<file path="config.mk">
export PLATFORM = sky130hd
export DESIGN_NAME = battery_gauge_charge_detect
export DESIGN_NICKNAME = d
export VERILOG_FILES = /design/src/design/bgcd_pkg.sv /design/src/design/bgcd_regs.sv /design/src/design/bgcd_mul.sv /design/src/design/bgcd_core.sv /design/src/design/battery_gauge_charge_detect.sv
export SDC_FILE = /design/constraint.sdc
export NUM_CORES = 2
export LEC_CHECK = 0
export BUFFER_PORTS_ARGS = -buffer_cell sky130_fd_sc_hd__buf_2
export CORE_MARGIN = 5
export CORE_UTILIZATION = 50
export DETAILED_ROUTE_END_ITERATION = 7
export PLACE_DENSITY = 0.66
export SLEW_MARGIN = 20
export SYNTH_ARGS = -nofsm -noshare
export SYNTH_HDL_FRONTEND = slang
export SYNTH_SLANG_ARGS = --single-unit
</file>
<file path="constraint.sdc">
create_clock -name clk -period 10.4 [get_ports clk]
set_input_delay 0.52 -clock clk [delete_from_list [all_inputs] [get_ports clk]]
set_output_delay 0.52 -clock clk [all_outputs]
set_load 0.005 [all_outputs]
</file>
<file path="src/design/bgcd_pkg.sv">
`default_nettype none

package bgcd_pkg;

    localparam int SAMPLE_BITS           = 13;
    localparam int FRACTION_BITS_DEFAULT = 8;
    localparam int GAIN_BITS             = 16;
    localparam int PCT_BITS              = 7;
    localparam int PCT_FRAC_BITS         = 16;
    localparam int MUL_B_BITS            = 24;
    localparam int ROUND_HALF            = 32768;
    localparam int CFG_INDEX_BITS        = 3;
    localparam int CFG_DATA_BITS         = 16;

    localparam int KNEE_FULL_MV  = 4150;
    localparam int KNEE_HIGH_MV  = 4000;
    localparam int KNEE_MID_MV   = 3700;
    localparam int KNEE_LOW_MV   = 3500;
    localparam int KNEE_EMPTY_MV = 3300;

    localparam int SLOPE_HIGH  = 133;
    localparam int SLOPE_MID   = 133;
    localparam int SLOPE_LOW   = 150;
    localparam int SLOPE_EMPTY = 50;

    localparam int BASE_HIGH  = 80;
    localparam int BASE_MID   = 40;
    localparam int BASE_LOW   = 10;
    localparam int BASE_EMPTY = 0;
    localparam int PCT_FULL   = 100;

    // floor(q / 1000) = (q * DIV_RECIP) >> DIV_SHIFT, exact for q below 2**22
    localparam int DIV_RECIP = 4294968;
    localparam int DIV_SHIFT = 32;
    localparam int SEG_Q_BITS = 17;
    localparam int SEG_FRAC_BITS = 6;

    localparam int ICON_QUARTER_PCT = 25;
    localparam int ICON_HALF_PCT    = 50;
    localparam int ICON_THREE_PCT   = 75;
    localparam int LOW_LIMIT_PCT    = 15;

    typedef enum logic [2:0] {
        ICON_EMPTY         = 3'd0,
        ICON_QUARTER       = 3'd1,
        ICON_HALF          = 3'd2,
        ICON_THREE_QUARTER = 3'd3,
        ICON_FULL          = 3'd4
    } icon_t;

    typedef enum logic [CFG_INDEX_BITS-1:0] {
        REG_FILTER_GAIN     = 3'd0,
        REG_SMOOTH_GAIN     = 3'd1,
        REG_RISE_THRESHOLD  = 3'd2,
        REG_FALL_THRESHOLD  = 3'd3,
        REG_CHARGER_LEVEL   = 3'd4,
        REG_BOOT_LEVEL      = 3'd5,
        REG_CHARGING_OFFSET = 3'd6,
        REG_RESTING_OFFSET  = 3'd7
    } cfg_reg_t;

    typedef struct packed {
        logic [15:0] filter_gain;
        logic [15:0] smooth_gain;
        logic [7:0]  rise_threshold_mv;
        logic [7:0]  fall_threshold_mv;
        logic [12:0] charger_level_mv;
        logic [12:0] boot_level_mv;
        logic [10:0] charging_offset_mv;
        logic [8:0]  resting_offset_mv;
    } cfg_t;

    localparam logic [15:0] FILTER_GAIN_RST     = 16'd6554;
    localparam logic [15:0] SMOOTH_GAIN_RST     = 16'd3277;
    localparam logic [7:0]  RISE_THRESHOLD_RST  = 8'd12;
    localparam logic [7:0]  FALL_THRESHOLD_RST  = 8'd15;
    localparam logic [12:0] CHARGER_LEVEL_RST   = 13'd4280;
    localparam logic [12:0] BOOT_LEVEL_RST      = 13'd4220;
    localparam logic [10:0] CHARGING_OFFSET_RST = 11'd800;
    localparam logic [8:0]  RESTING_OFFSET_RST  = 9'd70;

    typedef struct packed {
        logic [SAMPLE_BITS-1:0] sample_mv;
        logic                   manual_charging;
    } in_t;

    typedef struct packed {
        logic                charging;
        logic                auto_charging;
        logic [PCT_BITS-1:0] level_percent;
        logic [PCT_BITS-1:0] shown_percent;
        logic [2:0]          icon_level;
        logic                low_battery;
    } out_t;

endpackage

`default_nettype wire

</file>
<file path="src/design/bgcd_regs.sv">
`default_nettype none

module bgcd_regs (
    input  wire logic                                clk,
    input  wire logic                                rst_n,
    input  wire logic                                cfg_write,
    input  wire logic [bgcd_pkg::CFG_INDEX_BITS-1:0] cfg_index,
    input  wire logic [bgcd_pkg::CFG_DATA_BITS-1:0]  cfg_data,
    output bgcd_pkg::cfg_t                           cfg
);

    bgcd_pkg::cfg_t cfg_reg;
    bgcd_pkg::cfg_t cfg_next;

    always_comb
    begin
        cfg_next = cfg_reg;
        if (cfg_write)
        begin
            case (cfg_index)
                bgcd_pkg::REG_FILTER_GAIN:     cfg_next.filter_gain        = cfg_data;
                bgcd_pkg::REG_SMOOTH_GAIN:     cfg_next.smooth_gain        = cfg_data;
                bgcd_pkg::REG_RISE_THRESHOLD:  cfg_next.rise_threshold_mv  = cfg_data[7:0];
                bgcd_pkg::REG_FALL_THRESHOLD:  cfg_next.fall_threshold_mv  = cfg_data[7:0];
                bgcd_pkg::REG_CHARGER_LEVEL:   cfg_next.charger_level_mv   = cfg_data[12:0];
                bgcd_pkg::REG_BOOT_LEVEL:      cfg_next.boot_level_mv      = cfg_data[12:0];
                bgcd_pkg::REG_CHARGING_OFFSET: cfg_next.charging_offset_mv = cfg_data[10:0];
                bgcd_pkg::REG_RESTING_OFFSET:  cfg_next.resting_offset_mv  = cfg_data[8:0];
                default:                       cfg_next = cfg_reg;
            endcase
        end
    end

    always_ff @(posedge clk or negedge rst_n)
    begin
        if (!rst_n)
        begin
            cfg_reg.filter_gain        <= bgcd_pkg::FILTER_GAIN_RST;
            cfg_reg.smooth_gain        <= bgcd_pkg::SMOOTH_GAIN_RST;
            cfg_reg.rise_threshold_mv  <= bgcd_pkg::RISE_THRESHOLD_RST;
            cfg_reg.fall_threshold_mv  <= bgcd_pkg::FALL_THRESHOLD_RST;
            cfg_reg.charger_level_mv   <= bgcd_pkg::CHARGER_LEVEL_RST;
            cfg_reg.boot_level_mv      <= bgcd_pkg::BOOT_LEVEL_RST;
            cfg_reg.charging_offset_mv <= bgcd_pkg::CHARGING_OFFSET_RST;
            cfg_reg.resting_offset_mv  <= bgcd_pkg::RESTING_OFFSET_RST;
        end
        else
        begin
            cfg_reg <= cfg_next;
        end
    end

    assign cfg = cfg_reg;

endmodule

`default_nettype wire

</file>
<file path="src/design/bgcd_mul.sv">
`default_nettype none

module bgcd_mul #(
    parameter int A_BITS = 24,
    parameter int B_BITS = 24
) (
    input  wire logic                            clk,
    input  wire logic                            en,
    input  wire logic signed [A_BITS-1:0]        a,
    input  wire logic signed [B_BITS-1:0]        b,
    output logic signed [A_BITS+B_BITS-1:0]      prod
);

    logic signed [A_BITS+B_BITS-1:0] prod_reg;
    logic signed [A_BITS+B_BITS-1:0] prod_next;

    always_comb
    begin
        prod_next = prod_reg;
        if (en)
        begin
            prod_next = a * b;
        end
    end

    always_ff @(posedge clk)
    begin
        prod_reg <= prod_next;
    end

    assign prod = prod_reg;

endmodule

`default_nettype wire

</file>
<file path="src/design/bgcd_core.sv">
`default_nettype none

module bgcd_core #(
    parameter int FRACTION_BITS = bgcd_pkg::FRACTION_BITS_DEFAULT
) (
    input  wire logic                 clk,
    input  wire logic                 rst_n,
    input  wire bgcd_pkg::cfg_t       cfg,
    input  wire logic                 in_valid,
    output logic                      in_stall,
    input  wire bgcd_pkg::in_t        in_data,
    output logic                      out_valid,
    input  wire logic                 out_stall,
    output bgcd_pkg::out_t            out_data
);

    localparam int SB  = bgcd_pkg::SAMPLE_BITS;
    localparam int VW  = SB + FRACTION_BITS;
    localparam int MB  = bgcd_pkg::MUL_B_BITS;
    localparam int MA  = (VW + 1 > MB) ? VW + 1 : MB;
    localparam int PW  = MA + MB;
    localparam int PB  = bgcd_pkg::PCT_BITS;
    localparam int PF  = bgcd_pkg::PCT_FRAC_BITS;
    localparam int SPW = PB + PF;
    localparam int GB  = bgcd_pkg::GAIN_BITS;
    localparam int QB  = bgcd_pkg::SEG_Q_BITS;
    localparam int DS  = bgcd_pkg::DIV_SHIFT;
    localparam int SF  = bgcd_pkg::SEG_FRAC_BITS;

    localparam logic signed [VW+1:0] K_FULL  = (VW+2)'(bgcd_pkg::KNEE_FULL_MV) << FRACTION_BITS;
    localparam logic signed [VW+1:0] K_HIGH  = (VW+2)'(bgcd_pkg::KNEE_HIGH_MV) << FRACTION_BITS;
    localparam logic signed [VW+1:0] K_MID   = (VW+2)'(bgcd_pkg::KNEE_MID_MV) << FRACTION_BITS;
    localparam logic signed [VW+1:0] K_LOW   = (VW+2)'(bgcd_pkg::KNEE_LOW_MV) << FRACTION_BITS;
    localparam logic signed [VW+1:0] K_EMPTY = (VW+2)'(bgcd_pkg::KNEE_EMPTY_MV) << FRACTION_BITS;

    typedef enum logic [3:0] {
        ST_IDLE,
        ST_FILT,
        ST_FUPD,
        ST_MAP,
        ST_SEG,
        ST_DIV,
        ST_PCT,
        ST_SMUL,
        ST_SUPD,
        ST_OUT
    } state_t;

    state_t              state_reg, state_next;
    logic [SB-1:0]       sample_reg, sample_next;
    logic                manual_reg, manual_next;
    logic [VW-1:0]       filt_reg, filt_next;
    logic [VW-1:0]       prev_reg, prev_next;
    logic                flag_reg, flag_next;
    logic                first_reg, first_next;
    logic [SPW-1:0]      smooth_reg, smooth_next;
    logic                svalid_reg, svalid_next;
    logic [PB-1:0]       seg_base_reg, seg_base_next;
    logic [7:0]          seg_slope_reg, seg_slope_next;
    logic [VW-1:0]       seg_d_reg, seg_d_next;
    logic                seg_fixed_reg, seg_fixed_next;
    logic [PB-1:0]       pct_reg, pct_next;
    bgcd_pkg::out_t      res_reg, res_next;
    logic                out_valid_reg, out_valid_next;
    bgcd_pkg::out_t      out_data_reg, out_data_next;

    logic                    mul_en;
    logic signed [MA-1:0]    mul_a;
    logic signed [MB-1:0]    mul_b;
    logic signed [PW-1:0]    prod;
    logic signed [PW-1:0]    prod_rnd;

    logic [VW-1:0]           raw_in, raw;
    logic signed [VW:0]      fdiff;
    logic [VW-1:0]           f_new;
    logic signed [VW+1:0]    vc;
    logic signed [VW+1:0]    knee_sel;
    logic signed [VW+1:0]    seg_diff;
    logic [PB-1:0]           base_sel;
    logic [7:0]              slope_sel;
    logic                    fixed_sel;
    logic [QB-1:0]           seg_q;
    logic [SF-1:0]           pct_frac;
    logic [PB:0]             pct_sum;
    logic [PB-1:0]           pct_val;
    logic signed [SPW:0]     sdiff;
    logic [SPW-1:0]          sp_new;
    logic [SPW:0]            sp_up;
    logic [PB:0]             shown_raw;
    logic [PB-1:0]           shown;
    logic signed [VW:0]      tdiff;
    logic signed [VW:0]      rise_q;
    logic signed [VW:0]      fall_q;
    logic                    trend_flag;
    logic [2:0]              icon;

    bgcd_mul #(
        .A_BITS (MA),
        .B_BITS (MB)
    ) u_mul (
        .clk  (clk),
        .en   (mul_en),
        .a    (mul_a),
        .b    (mul_b),
        .prod (prod)
    );

    assign raw_in = {in_data.sample_mv, {FRACTION_BITS{1'b0}}};
    assign raw    = {sample_reg, {FRACTION_BITS{1'b0}}};
    assign fdiff  = $signed({1'b0, raw}) - $signed({1'b0, filt_reg});

    // round to nearest on the Q0.16 gain product
    assign prod_rnd = (prod + $signed(PW'(bgcd_pkg::ROUND_HALF))) >>> GB;
    assign f_new    = VW'($signed({1'b0, filt_reg}) + $signed(prod_rnd[VW:0]));

    always_comb
    begin
        if (flag_reg || manual_reg)
        begin
            vc = $signed({2'b00, filt_reg})
                - $signed((VW+2)'({cfg.charging_offset_mv, {FRACTION_BITS{1'b0}}}));
        end
        else
        begin
            vc = $signed({2'b00, filt_reg})
                + $signed((VW+2)'({cfg.resting_offset_mv, {FRACTION_BITS{1'b0}}}));
        end
    end

    always_comb
    begin
        fixed_sel = 1'b0;
        knee_sel  = K_EMPTY;
        base_sel  = PB'(bgcd_pkg::BASE_EMPTY);
        slope_sel = 8'(bgcd_pkg::SLOPE_EMPTY);
        if (vc >= K_FULL)
        begin
            fixed_sel = 1'b1;
            base_sel  = PB'(bgcd_pkg::PCT_FULL);
        end
        else if (vc >= K_HIGH)
        begin
            knee_sel  = K_HIGH;
            base_sel  = PB'(bgcd_pkg::BASE_HIGH);
            slope_sel = 8'(bgcd_pkg::SLOPE_HIGH);
        end
        else if (vc >= K_MID)
        begin
            knee_sel  = K_MID;
            base_sel  = PB'(bgcd_pkg::BASE_MID);
            slope_sel = 8'(bgcd_pkg::SLOPE_MID);
        end
        else if (vc >= K_LOW)
        begin
            knee_sel  = K_LOW;
            base_sel  = PB'(bgcd_pkg::BASE_LOW);
            slope_sel = 8'(bgcd_pkg::SLOPE_LOW);
        end
        else if (vc < K_EMPTY)
        begin
            fixed_sel = 1'b1;
        end
    end

    assign seg_diff = vc - knee_sel;
    assign seg_q    = prod[FRACTION_BITS+QB-1:FRACTION_BITS];
    assign pct_frac = prod[DS+SF-1:DS];
    assign pct_sum  = {1'b0, seg_base_reg} + (PB+1)'(pct_frac);

    always_comb
    begin
        if (seg_fixed_reg)
        begin
            pct_val = seg_base_reg;
        end
        else if (pct_sum > (PB+1)'(bgcd_pkg::PCT_FULL))
        begin
            pct_val = PB'(bgcd_pkg::PCT_FULL);
        end
        else
        begin
            pct_val = pct_sum[PB-1:0];
        end
    end

    assign sdiff     = $signed({1'b0, pct_reg, {PF{1'b0}}}) - $signed({1'b0, smooth_reg});
    assign sp_new    = SPW'($signed({1'b0, smooth_reg}) + $signed(prod_rnd[SPW:0]));
    assign sp_up     = {1'b0, sp_new} + (SPW+1)'(bgcd_pkg::ROUND_HALF);
    assign shown_raw = sp_up[SPW:PF];
    assign shown     = (shown_raw > (PB+1)'(bgcd_pkg::PCT_FULL))
                       ? PB'(bgcd_pkg::PCT_FULL) : shown_raw[PB-1:0];

    assign tdiff  = $signed({1'b0, filt_reg}) - $signed({1'b0, prev_reg});
    assign rise_q = (VW+1)'({cfg.rise_threshold_mv, {FRACTION_BITS{1'b0}}});
    assign fall_q = (VW+1)'({cfg.fall_threshold_mv, {FRACTION_BITS{1'b0}}});

    always_comb
    begin
        trend_flag = flag_reg;
        if (tdiff > rise_q)
        begin
            trend_flag = 1'b1;
        end
        else if (tdiff < -fall_q)
        begin
            trend_flag = 1'b0;
        end
        if (filt_reg > VW'({cfg.charger_level_mv, {FRACTION_BITS{1'b0}}}))
        begin
            trend_flag = 1'b1;
        end
    end

    always_comb
    begin
        if (pct_reg >= PB'(bgcd_pkg::PCT_FULL))
        begin
            icon = bgcd_pkg::ICON_FULL;
        end
        else if (pct_reg >= PB'(bgcd_pkg::ICON_THREE_PCT))
        begin
            icon = bgcd_pkg::ICON_THREE_QUARTER;
        end
        else if (pct_reg >= PB'(bgcd_pkg::ICON_HALF_PCT))
        begin
            icon = bgcd_pkg::ICON_HALF;
        end
        else if (pct_reg >= PB'(bgcd_pkg::ICON_QUARTER_PCT))
        begin
            icon = bgcd_pkg::ICON_QUARTER;
        end
        else
        begin
            icon = bgcd_pkg::ICON_EMPTY;
        end
    end

    always_comb
    begin
        state_next     = state_reg;
        sample_next    = sample_reg;
        manual_next    = manual_reg;
        filt_next      = filt_reg;
        prev_next      = prev_reg;
        flag_next      = flag_reg;
        first_next     = first_reg;
        smooth_next    = smooth_reg;
        svalid_next    = svalid_reg;
        seg_base_next  = seg_base_reg;
        seg_slope_next = seg_slope_reg;
        seg_d_next     = seg_d_reg;
        seg_fixed_next = seg_fixed_reg;
        pct_next       = pct_reg;
        res_next       = res_reg;
        out_valid_next = out_valid_reg;
        out_data_next  = out_data_reg;
        mul_en         = 1'b0;
        mul_a          = '0;
        mul_b          = '0;

        if (out_valid_reg && !out_stall)
        begin
            out_valid_next = 1'b0;
        end

        case (state_reg)
            ST_IDLE:
            begin
                if (in_valid)
                begin
                    sample_next = in_data.sample_mv;
                    manual_next = in_data.manual_charging;
                    filt_next   = (filt_reg == '0) ? raw_in : filt_reg;
                    state_next  = ST_FILT;
                end
            end
            ST_FILT:
            begin
                mul_en     = 1'b1;
                mul_a      = MA'(fdiff);
                mul_b      = MB'(cfg.filter_gain);
                state_next = ST_FUPD;
            end
            ST_FUPD:
            begin
                filt_next = f_new;
                if (first_reg)
                begin
                    prev_next  = f_new;
                    first_next = 1'b0;
                    if (f_new > VW'({cfg.boot_level_mv, {FRACTION_BITS{1'b0}}}))
                    begin
                        flag_next = 1'b1;
                    end
                end
                state_next = ST_MAP;
            end
            ST_MAP:
            begin
                seg_fixed_next = fixed_sel;
                seg_base_next  = base_sel;
                seg_slope_next = slope_sel;
                seg_d_next     = seg_diff[VW-1:0];
                state_next     = ST_SEG;
            end
            ST_SEG:
            begin
                mul_en     = 1'b1;
                mul_a      = MA'({1'b0, seg_d_reg});
                mul_b      = MB'(seg_slope_reg);
                state_next = ST_DIV;
            end
            ST_DIV:
            begin
                mul_en     = 1'b1;
                mul_a      = MA'(seg_q);
                mul_b      = MB'(bgcd_pkg::DIV_RECIP);
                state_next = ST_PCT;
            end
            ST_PCT:
            begin
                pct_next = pct_val;
                if (!svalid_reg)
                begin
                    smooth_next = {pct_val, {PF{1'b0}}};
                    svalid_next = 1'b1;
                end
                state_next = ST_SMUL;
            end
            ST_SMUL:
            begin
                mul_en     = 1'b1;
                mul_a      = MA'(sdiff);
                mul_b      = MB'(cfg.smooth_gain);
                state_next = ST_SUPD;
            end
            ST_SUPD:
            begin
                smooth_next            = sp_new;
                prev_next              = filt_reg;
                flag_next              = trend_flag;
                res_next.charging      = trend_flag || manual_reg;
                res_next.auto_charging = trend_flag;
                res_next.level_percent = pct_reg;
                res_next.shown_percent = shown;
                res_next.icon_level    = icon;
                res_next.low_battery   = (pct_reg <= PB'(bgcd_pkg::LOW_LIMIT_PCT));
                state_next             = ST_OUT;
            end
            ST_OUT:
            begin
                if (!out_valid_reg || !out_stall)
                begin
                    out_valid_next = 1'b1;
                    out_data_next  = res_reg;
                    state_next     = ST_IDLE;
                end
            end
            default:
            begin
                state_next = ST_IDLE;
            end
        endcase
    end

    always_ff @(posedge clk or negedge rst_n)
    begin
        if (!rst_n)
        begin
            state_reg     <= ST_IDLE;
            sample_reg    <= '0;
            manual_reg    <= 1'b0;
            filt_reg      <= '0;
            prev_reg      <= '0;
            flag_reg      <= 1'b0;
            first_reg     <= 1'b1;
            smooth_reg    <= '0;
            svalid_reg    <= 1'b0;
            seg_base_reg  <= '0;
            seg_slope_reg <= '0;
            seg_d_reg     <= '0;
            seg_fixed_reg <= 1'b0;
            pct_reg       <= '0;
            res_reg       <= '0;
            out_valid_reg <= 1'b0;
            out_data_reg  <= '0;
        end
        else
        begin
            state_reg     <= state_next;
            sample_reg    <= sample_next;
            manual_reg    <= manual_next;
            filt_reg      <= filt_next;
            prev_reg      <= prev_next;
            flag_reg      <= flag_next;
            first_reg     <= first_next;
            smooth_reg    <= smooth_next;
            svalid_reg    <= svalid_next;
            seg_base_reg  <= seg_base_next;
            seg_slope_reg <= seg_slope_next;
            seg_d_reg     <= seg_d_next;
            seg_fixed_reg <= seg_fixed_next;
            pct_reg       <= pct_next;
            res_reg       <= res_next;
            out_valid_reg <= out_valid_next;
            out_data_reg  <= out_data_next;
        end
    end

    assign in_stall  = (state_reg != ST_IDLE);
    assign out_valid = out_valid_reg;
    assign out_data  = out_data_reg;

    a_start: assert property (@(posedge clk) disable iff (!rst_n)
        in_valid && !in_stall |=> state_reg == ST_FILT)
        else $error("accepted transfer did not start the sequence");

    a_out_src: assert property (@(posedge clk) disable iff (!rst_n)
        $rose(out_valid) |-> $past(state_reg == ST_OUT))
        else $error("result appeared outside the output step");

    a_pct_range: assert property (@(posedge clk) disable iff (!rst_n)
        out_valid |-> out_data.level_percent <= PB'(bgcd_pkg::PCT_FULL)
                   && out_data.shown_percent <= PB'(bgcd_pkg::PCT_FULL))
        else $error("percentage out of range");

    a_charging: assert property (@(posedge clk) disable iff (!rst_n)
        out_valid && out_data.auto_charging |-> out_data.charging)
        else $error("charging flag lost detected state");

    a_first_once: assert property (@(posedge clk) disable iff (!rst_n)
        !first_reg |=> !first_reg)
        else $error("first-sample flag came back");

endmodule

`default_nettype wire

</file>
<file path="src/design/battery_gauge_charge_detect.sv">
`default_nettype none

// Battery gauge with charge detection. Each input transfer carries one raw
// millivolt sample and a manual charging bit; each one yields exactly one
// result transfer with the charge state, the raw and smoothed percentage, an
// icon level and a low-battery flag. A single shared signed multiplier is
// stepped through the voltage filter, the segment slope, the divide by 1000
// and the percentage smoothing, so in_stall stays high while an item is in
// flight, and the block takes no new item until it is done; a held result
// delays the next item until it moves to the output register.
// Configuration registers are to be written through cfg_write/cfg_index/
// cfg_data only while no item is in flight; the block does not enforce this.

module battery_gauge_charge_detect #(
    parameter int FRACTION_BITS = bgcd_pkg::FRACTION_BITS_DEFAULT
) (
    input  wire logic                                clk,
    input  wire logic                                rst_n,
    input  wire logic                                cfg_write,
    input  wire logic [bgcd_pkg::CFG_INDEX_BITS-1:0] cfg_index,
    input  wire logic [bgcd_pkg::CFG_DATA_BITS-1:0]  cfg_data,
    input  wire logic                                in_valid,
    output logic                                     in_stall,
    input  wire bgcd_pkg::in_t                       in_data,
    output logic                                     out_valid,
    input  wire logic                                out_stall,
    output bgcd_pkg::out_t                           out_data
);

    bgcd_pkg::cfg_t cfg;

    bgcd_regs u_regs (
        .clk       (clk),
        .rst_n     (rst_n),
        .cfg_write (cfg_write),
        .cfg_index (cfg_index),
        .cfg_data  (cfg_data),
        .cfg       (cfg)
    );

    bgcd_core #(
        .FRACTION_BITS (FRACTION_BITS)
    ) u_core (
        .clk       (clk),
        .rst_n     (rst_n),
        .cfg       (cfg),
        .in_valid  (in_valid),
        .in_stall  (in_stall),
        .in_data   (in_data),
        .out_valid (out_valid),
        .out_stall (out_stall),
        .out_data  (out_data)
    );

endmodule

`default_nettype wire

</file>
Word level (Yosys, flattened, before mapping)
Cells that the tools add are included.
{"block": "op_classes", "add_sub_neg": 12, "n_mul": 1, "magnitude_cmp": 16, "n_eq_ne": 22, "muxes": 47, "n_reduce_logical": 29}
{"operator": "two-way mux 21 bit", "n": 5}
{"operator": "case mux 24 bit (4 select lines)", "n": 1}
{"operator": "case mux 23 bit (4 select lines)", "n": 1}
{"operator": "case mux 21 bit (2 select lines)", "n": 2}
{"operator": "greater-or-equal comparator 23 x 21 -> 1 bit, second input constant", "n": 3}
{"operator": "two-way mux 23 bit", "n": 2}
{"operator": "case mux 23 bit (2 select lines)", "n": 1}
{"operator": "subtractor 21 x 21 -> 22 bit", "n": 2}
{"operator": "> comparator 21 bit", "n": 2}
{"operator": "two-way mux 7 bit", "n": 6}
{"operator": "case mux 4 bit (10 select lines)", "n": 1}
{"operator": "adder 39 x 17 -> 39 bit, second input constant", "n": 1}
{"operator": "multiplier 24 x 24 -> 39 bit", "n": 1}
{"operator": "two-way mux 8 bit", "n": 4}
{"operator": "AND reduction 2 bit", "n": 13}
{"operator": "adder 23 x 16 -> 24 bit, second input constant", "n": 1}
{"operator": "subtractor 23 x 23 -> 24 bit", "n": 1}
{"operator": "adder 23 bit", "n": 1}
{"operator": "greater-or-equal comparator 23 x 22 -> 1 bit, second input constant", "n": 1}
{"operator": "less-than comparator 23 x 21 -> 1 bit, second input constant", "n": 1}
{"operator": "adder 21 x 17 -> 22 bit", "n": 1}
{"operator": "> comparator 22 x 17 -> 1 bit", "n": 1}
{"operator": "less-than comparator 22 bit", "n": 1}
{"operator": "negator 16 -> 22 bit", "n": 1}
{"operator": "other kinds (34)", "n": 73}
{"block": "word_totals", "regBits": 304, "inputBits": 38, "output_inout_bits": 22, "wordCells": 163}

Depth between registers and ports, before layout
{"block": "depth", "ltp_word": 8, "mapped_depth": 38, "depth_no_buf": 38}

Cells and area by module
Synthesis repeated with hierarchy kept, for this count alone.
{"block": "unflattened", "hier_cells": 4422, "hier_area_um2": 41783.8}
{"mod": "bgcd_mul", "n_inst": 1, "cells_each": 2358, "area_each_um2": 22718.0, "seq_area_each_um2": 1441.4}
{"mod": "bgcd_core", "n_inst": 1, "cells_each": 1857, "area_each_um2": 15406.0, "seq_area_each_um2": 4155.2}
{"mod": "bgcd_regs", "n_inst": 1, "cells_each": 207, "area_each_um2": 3659.8, "seq_area_each_um2": 2398.6}

Least setup slack after synthesis
Ideal clock, no wire load.
{"block": "synth_timing", "kind": "register -> register", "startpoint": "register u_core.filt_reg[9]", "endpoint": "register u_core.u_mul.prod_reg[38] (netlist: u_core.u_mul.prod[38]), data pin", "setup_ns": 0.258, "arrival_ns": 8.654, "t_required_ns": 10.142, "path_slack_ns": 1.488, "stages_incl_launch_ff": 37, "n_path_buf": 1, "period_less_slack_ns": 8.912, "cell_sequence": "dfrtp_1 -> inv_1 -> ha_1 -> and3_1 -> and3b_1 -> a2111oi_4 -> a21oi_1 -> a21o_1 -> a21oi_1 -> xor2_1 -> o21a_1 -> clkbuf_1 -> nor2_1 -> fa_1 -> inv_1 -> fa_1 -> fa_1 -> inv_1 -> fa_1 -> fa_1 -> fa_1 -> inv_1 -> fa_1 -> inv_1 -> ha_1 -> a21o_1 -> a21o_1 -> a21oi_1 -> a21boi_0 -> o21ai_0 -> and2_1 -> a41o_1 -> a21oi_2 -> o211ai_2 -> a31oi_1 -> o21bai_2 -> xnor2_1"}
{"block": "synth_between", "elab_chain_len": 3}
{"element": "from (decl)", "line_no": "bgcd_core.sv:52", "source": "logic [VW-1:0] filt_reg, filt_next;"}
{"element": "from (signal assigned)", "line_no": "bgcd_core.sv:393", "source": "filt_reg <= filt_next;"}
{"element": "subtractor 21 x 21 -> 22 bit", "line_no": "bgcd_core.sv:110", "source": "assign fdiff = $signed({1'b0, raw}) - $signed({1'b0, filt_reg});"}
{"element": "case mux 24 bit (4 select lines)", "line_no": "bgcd_core.sv:266", "source": "case (state_reg)"}
{"element": "multiplier 24 x 24 -> 39 bit", "line_no": "bgcd_mul.sv:22", "source": "prod_next = a * b;"}
{"element": "to (signal assigned)", "line_no": "bgcd_mul.sv:28", "source": "prod_reg <= prod_next;"}
{"element": "to (decl)", "line_no": "bgcd_mul.sv:14", "source": "logic signed [A_BITS+B_BITS-1:0] prod_reg;"}
No other way between the ends.
A chain may end at the register's enable or synchronous reset.

Worst setup path after layout
{"block": "layout_timing", "startpoint": "register u_core.filt_reg[1]", "endpoint": "register u_core.u_mul.prod_reg[38] (netlist: u_core.u_mul.prod[38]), data pin"}
The elaborated chain is that of the path after synthesis.

==> summary.md <==
| Metric | Value |
|---|---|
| Num Clock Sinks | `291` |
| DR WL/cell | `22.2 um` |
| All-layer global routing usage | `28.3%` |
| Hold_buf cts | `1` |
| Crit path time final | `just under 10,000 ps` |
| Clock tree buffer depth | `3` |
| Vias in the first global route | `26,799` |
| Most frequent cells in the layout | `inv_1 (640), nand2_1 (462), fa_1 (401)` |
| Max-cap viol count | `0` |
| CP arrival | `10,060 ps` |
| FILL cells | `between 6,000 and 7,000` |
| Slowest stage delay, CP | `between 500 and 600 ps` |
| Fin. max-slew vios | `0` |
| Final setup viols | `0` |
| Clk_lat worst skew | `between 500 and 600 ps` |
| First drt pass iteration count | `5` |
| I/O pin count | `60` |
| Worst-path maximum fanout | `10` |
| Grt ovf | `0` |
| Average size of a mapped cell | `9.16 um^2` |
| Area of the multi-input gates | `24,000 um^2` |
| First-pass GRT wire length | `161,000 um` |
| Setup CP Type | `flip-flop to flip-flop` |
| # DRC | `0` |
| CP required | `10,670 ps` |
| Register area | `around 7500 um^2` |
| Synthesized cell area | `34,300 um^2` |
| Seq cells post-synth | `291` |
| Nets | `4,554` |
| Initial DRC Count | `2,154` |
| Initial antenna violation count | `3` |
| Tcrit/Tclk final | `94.1%` |
| Post-synth top flop | `dfrtp_1` |
| Max Freq | `102 MHz` |
| Status | `finished clean` |
| R2R setup slack | `610 ps` |
| Die area | `74,000 um^2` |
| Largest net degree at the start of global routing | `76` |
| Worst slew pin tran | `1130 ps` |
| Worst Hold Class | `primary input to flip-flop` |
| Via count | `26,779` |
| Die width | `roughly 270 um` |
| Root Driver | `clkbuf_16` |
| Number of library cell types mapped by synthesis | `101` |
| Core area | `68,300 um^2` |
| Port Buffers | `59` |
| Syn Inst Count | `about 3,700` |
| Clock skew | `~21 ps` |
| Worst setup EP type | `flip-flop` |
| Ys Warns | `0` |
| Max_slew headroom | `24.7%` |
| RSZ-0062 raised after global routing | `false` |
| Clk slew on worst S/H paths | `60 ps` |
| Post-synthesis sequential area ratio | `roughly 22%` |
| Postcts setup bufs | `0` |
| Final GP Congestion | `slightly below 1` |
| Commonest non-fill, non-tap cell in the layout | `inv_1` |
| Htree depth | `2` |
| Area Overhead vs Synth | `7.93%` |
| Die Y | `272 um` |
| Routed vias/inst | `5.69` |
| Ys async rst share | `89.3%` |
| Fin. Hold Viols | `0` |
| Placed wire-length estimate | `84,900 um` |
| Post-synth EDFFs | `31` |
| Routed WL | `about 100,000 um` |
| Ratio of cells with drive above 1 in the final layout | `between 10% and 20%` |
| Row count | `96` |
| Max reg flops | `94` |
| Worst setup SP type | `flip-flop` |
| Antenna Nets Post-Route | `0` |
| Num CTS Buffers | `34` |
| CP max stage cell | `fa_1` |
| Post-cts resize count | `0` |
| Most common cell type on the critical path | `fa_1` |
| TritonCTS clock tree | `built` |
| TNS Setup | `0 ps` |
| Starting Density | `approximately half` |
-- synth_stat cells, types with 8 or more instances --
library cell  count  area, um^2
nor3b_1          11        82.6
inv_1           640        2400
clkbuf_1        113         424
mux2i_1          16         160
buf_2             8        40.0
a211oi_1         17         128
and2_1           29         181
dfstp_2          38         998
o21bai_1         15         113
xnor2_1         129        1130
o21a_1           38         285
xor2_1           62         543
dfrtp_1         222        5560
a211o_1           8        70.1
a22o_1           16         140
a221oi_1         17         149
nor2_1          264         991
o221ai_1         15         131
nor3_1           35         175
o21ai_0         118         591
a22oi_1          23         173
nor2b_1          30         188
nand3_1          45         225
mux2_2          113        1270
a31oi_1          20         125
and3_1           39         244
nand2_1         462        1730
fa_1            401        8030
a21oi_1         109         546
o211ai_1          8        60.1
nand4_1          24         150
ha_1            313        3920
edfxtp_1         31         931
o31ai_1          17         128
o21ai_1          46         230
nor4_1           16         100
nand2b_1         34         213
a21o_1           46         345
or3_1            17         106
-- cell families after synthesis --
group	Yosys count	synth area share, %
simple gates	1053	14.0
flops	291	21.8
compound gates	598	11.9
other cells	1	0.0109
fa+ha+maj	714	34.8
mux	129	4.17
buf+inv	768	8.43
xor+xnor	193	4.97
-- stage by stage --
stage	instances	util (%)	cell area [um^2]	hold WS (ps)	worst slack (ps)
floorplan	3751	-	34300	224	1490
global placement	4647	52.6	35900	460	857
detailed placement	4647	52.6	35900	461	705
CTS	4708	54.2	37000	212	677
global route	4708	54.2	37000	226	36.7
finish	4710	54.2	37000	233	609
-- worst max-delay path, delay by kind of cell, from the launching register on --
| family | cells | cell delay [ps] |
|---|---|---|
| AOI/OAI and AO/OA | 16 | 3160 |
| xor gates and xnor gates | 2 | 270 |
| adders and majority gates | 9 | 4150 |
| buffers and inverters | 6 | 540 |
| DFF | 1 | 460 |
| and+or+nand+nor | 5 | 950 |
-- routing by layer --
metal	track usage, %	part of all wire (%)	up-vias
met5	0	0.0077	-
met1	38.3	41	13195
met3	8.10	9.6	228
met4	10.4	4.4	2
met2	43.8	45	984
li1	-	-	12370
-- worst paths after layout --
check	cells after the start	start	to
min in group asynchronous	2	rst_n	u_core.out_data[14]
max	38	u_core.filt_reg[1]	u_core.u_mul.prod[38]
min reg2reg	2	u_core.res_reg[13]	u_core.res_reg[13]
max in group asynchronous	4	rst_n	u_regs.cfg[8]
min	2	in_data[0]	u_core.manual_reg
max reg2reg	38	u_core.filt_reg[1]	u_core.u_mul.prod[38]
-- layout make-up --
class	instances	area share [%]
well taps	882	2.98
clock inverters	15	0.365
clock buffers	45	2.60
multi-input cells	2692	64.8
inverters	642	6.51
flip-flops and latches	291	20.2
diodes	2	0.0135
repair buffers	141	2.49
Power is left out: the tool's default activity adds up to more than one toggle a clock period on the data nets, which glitch-free logic cannot reach.
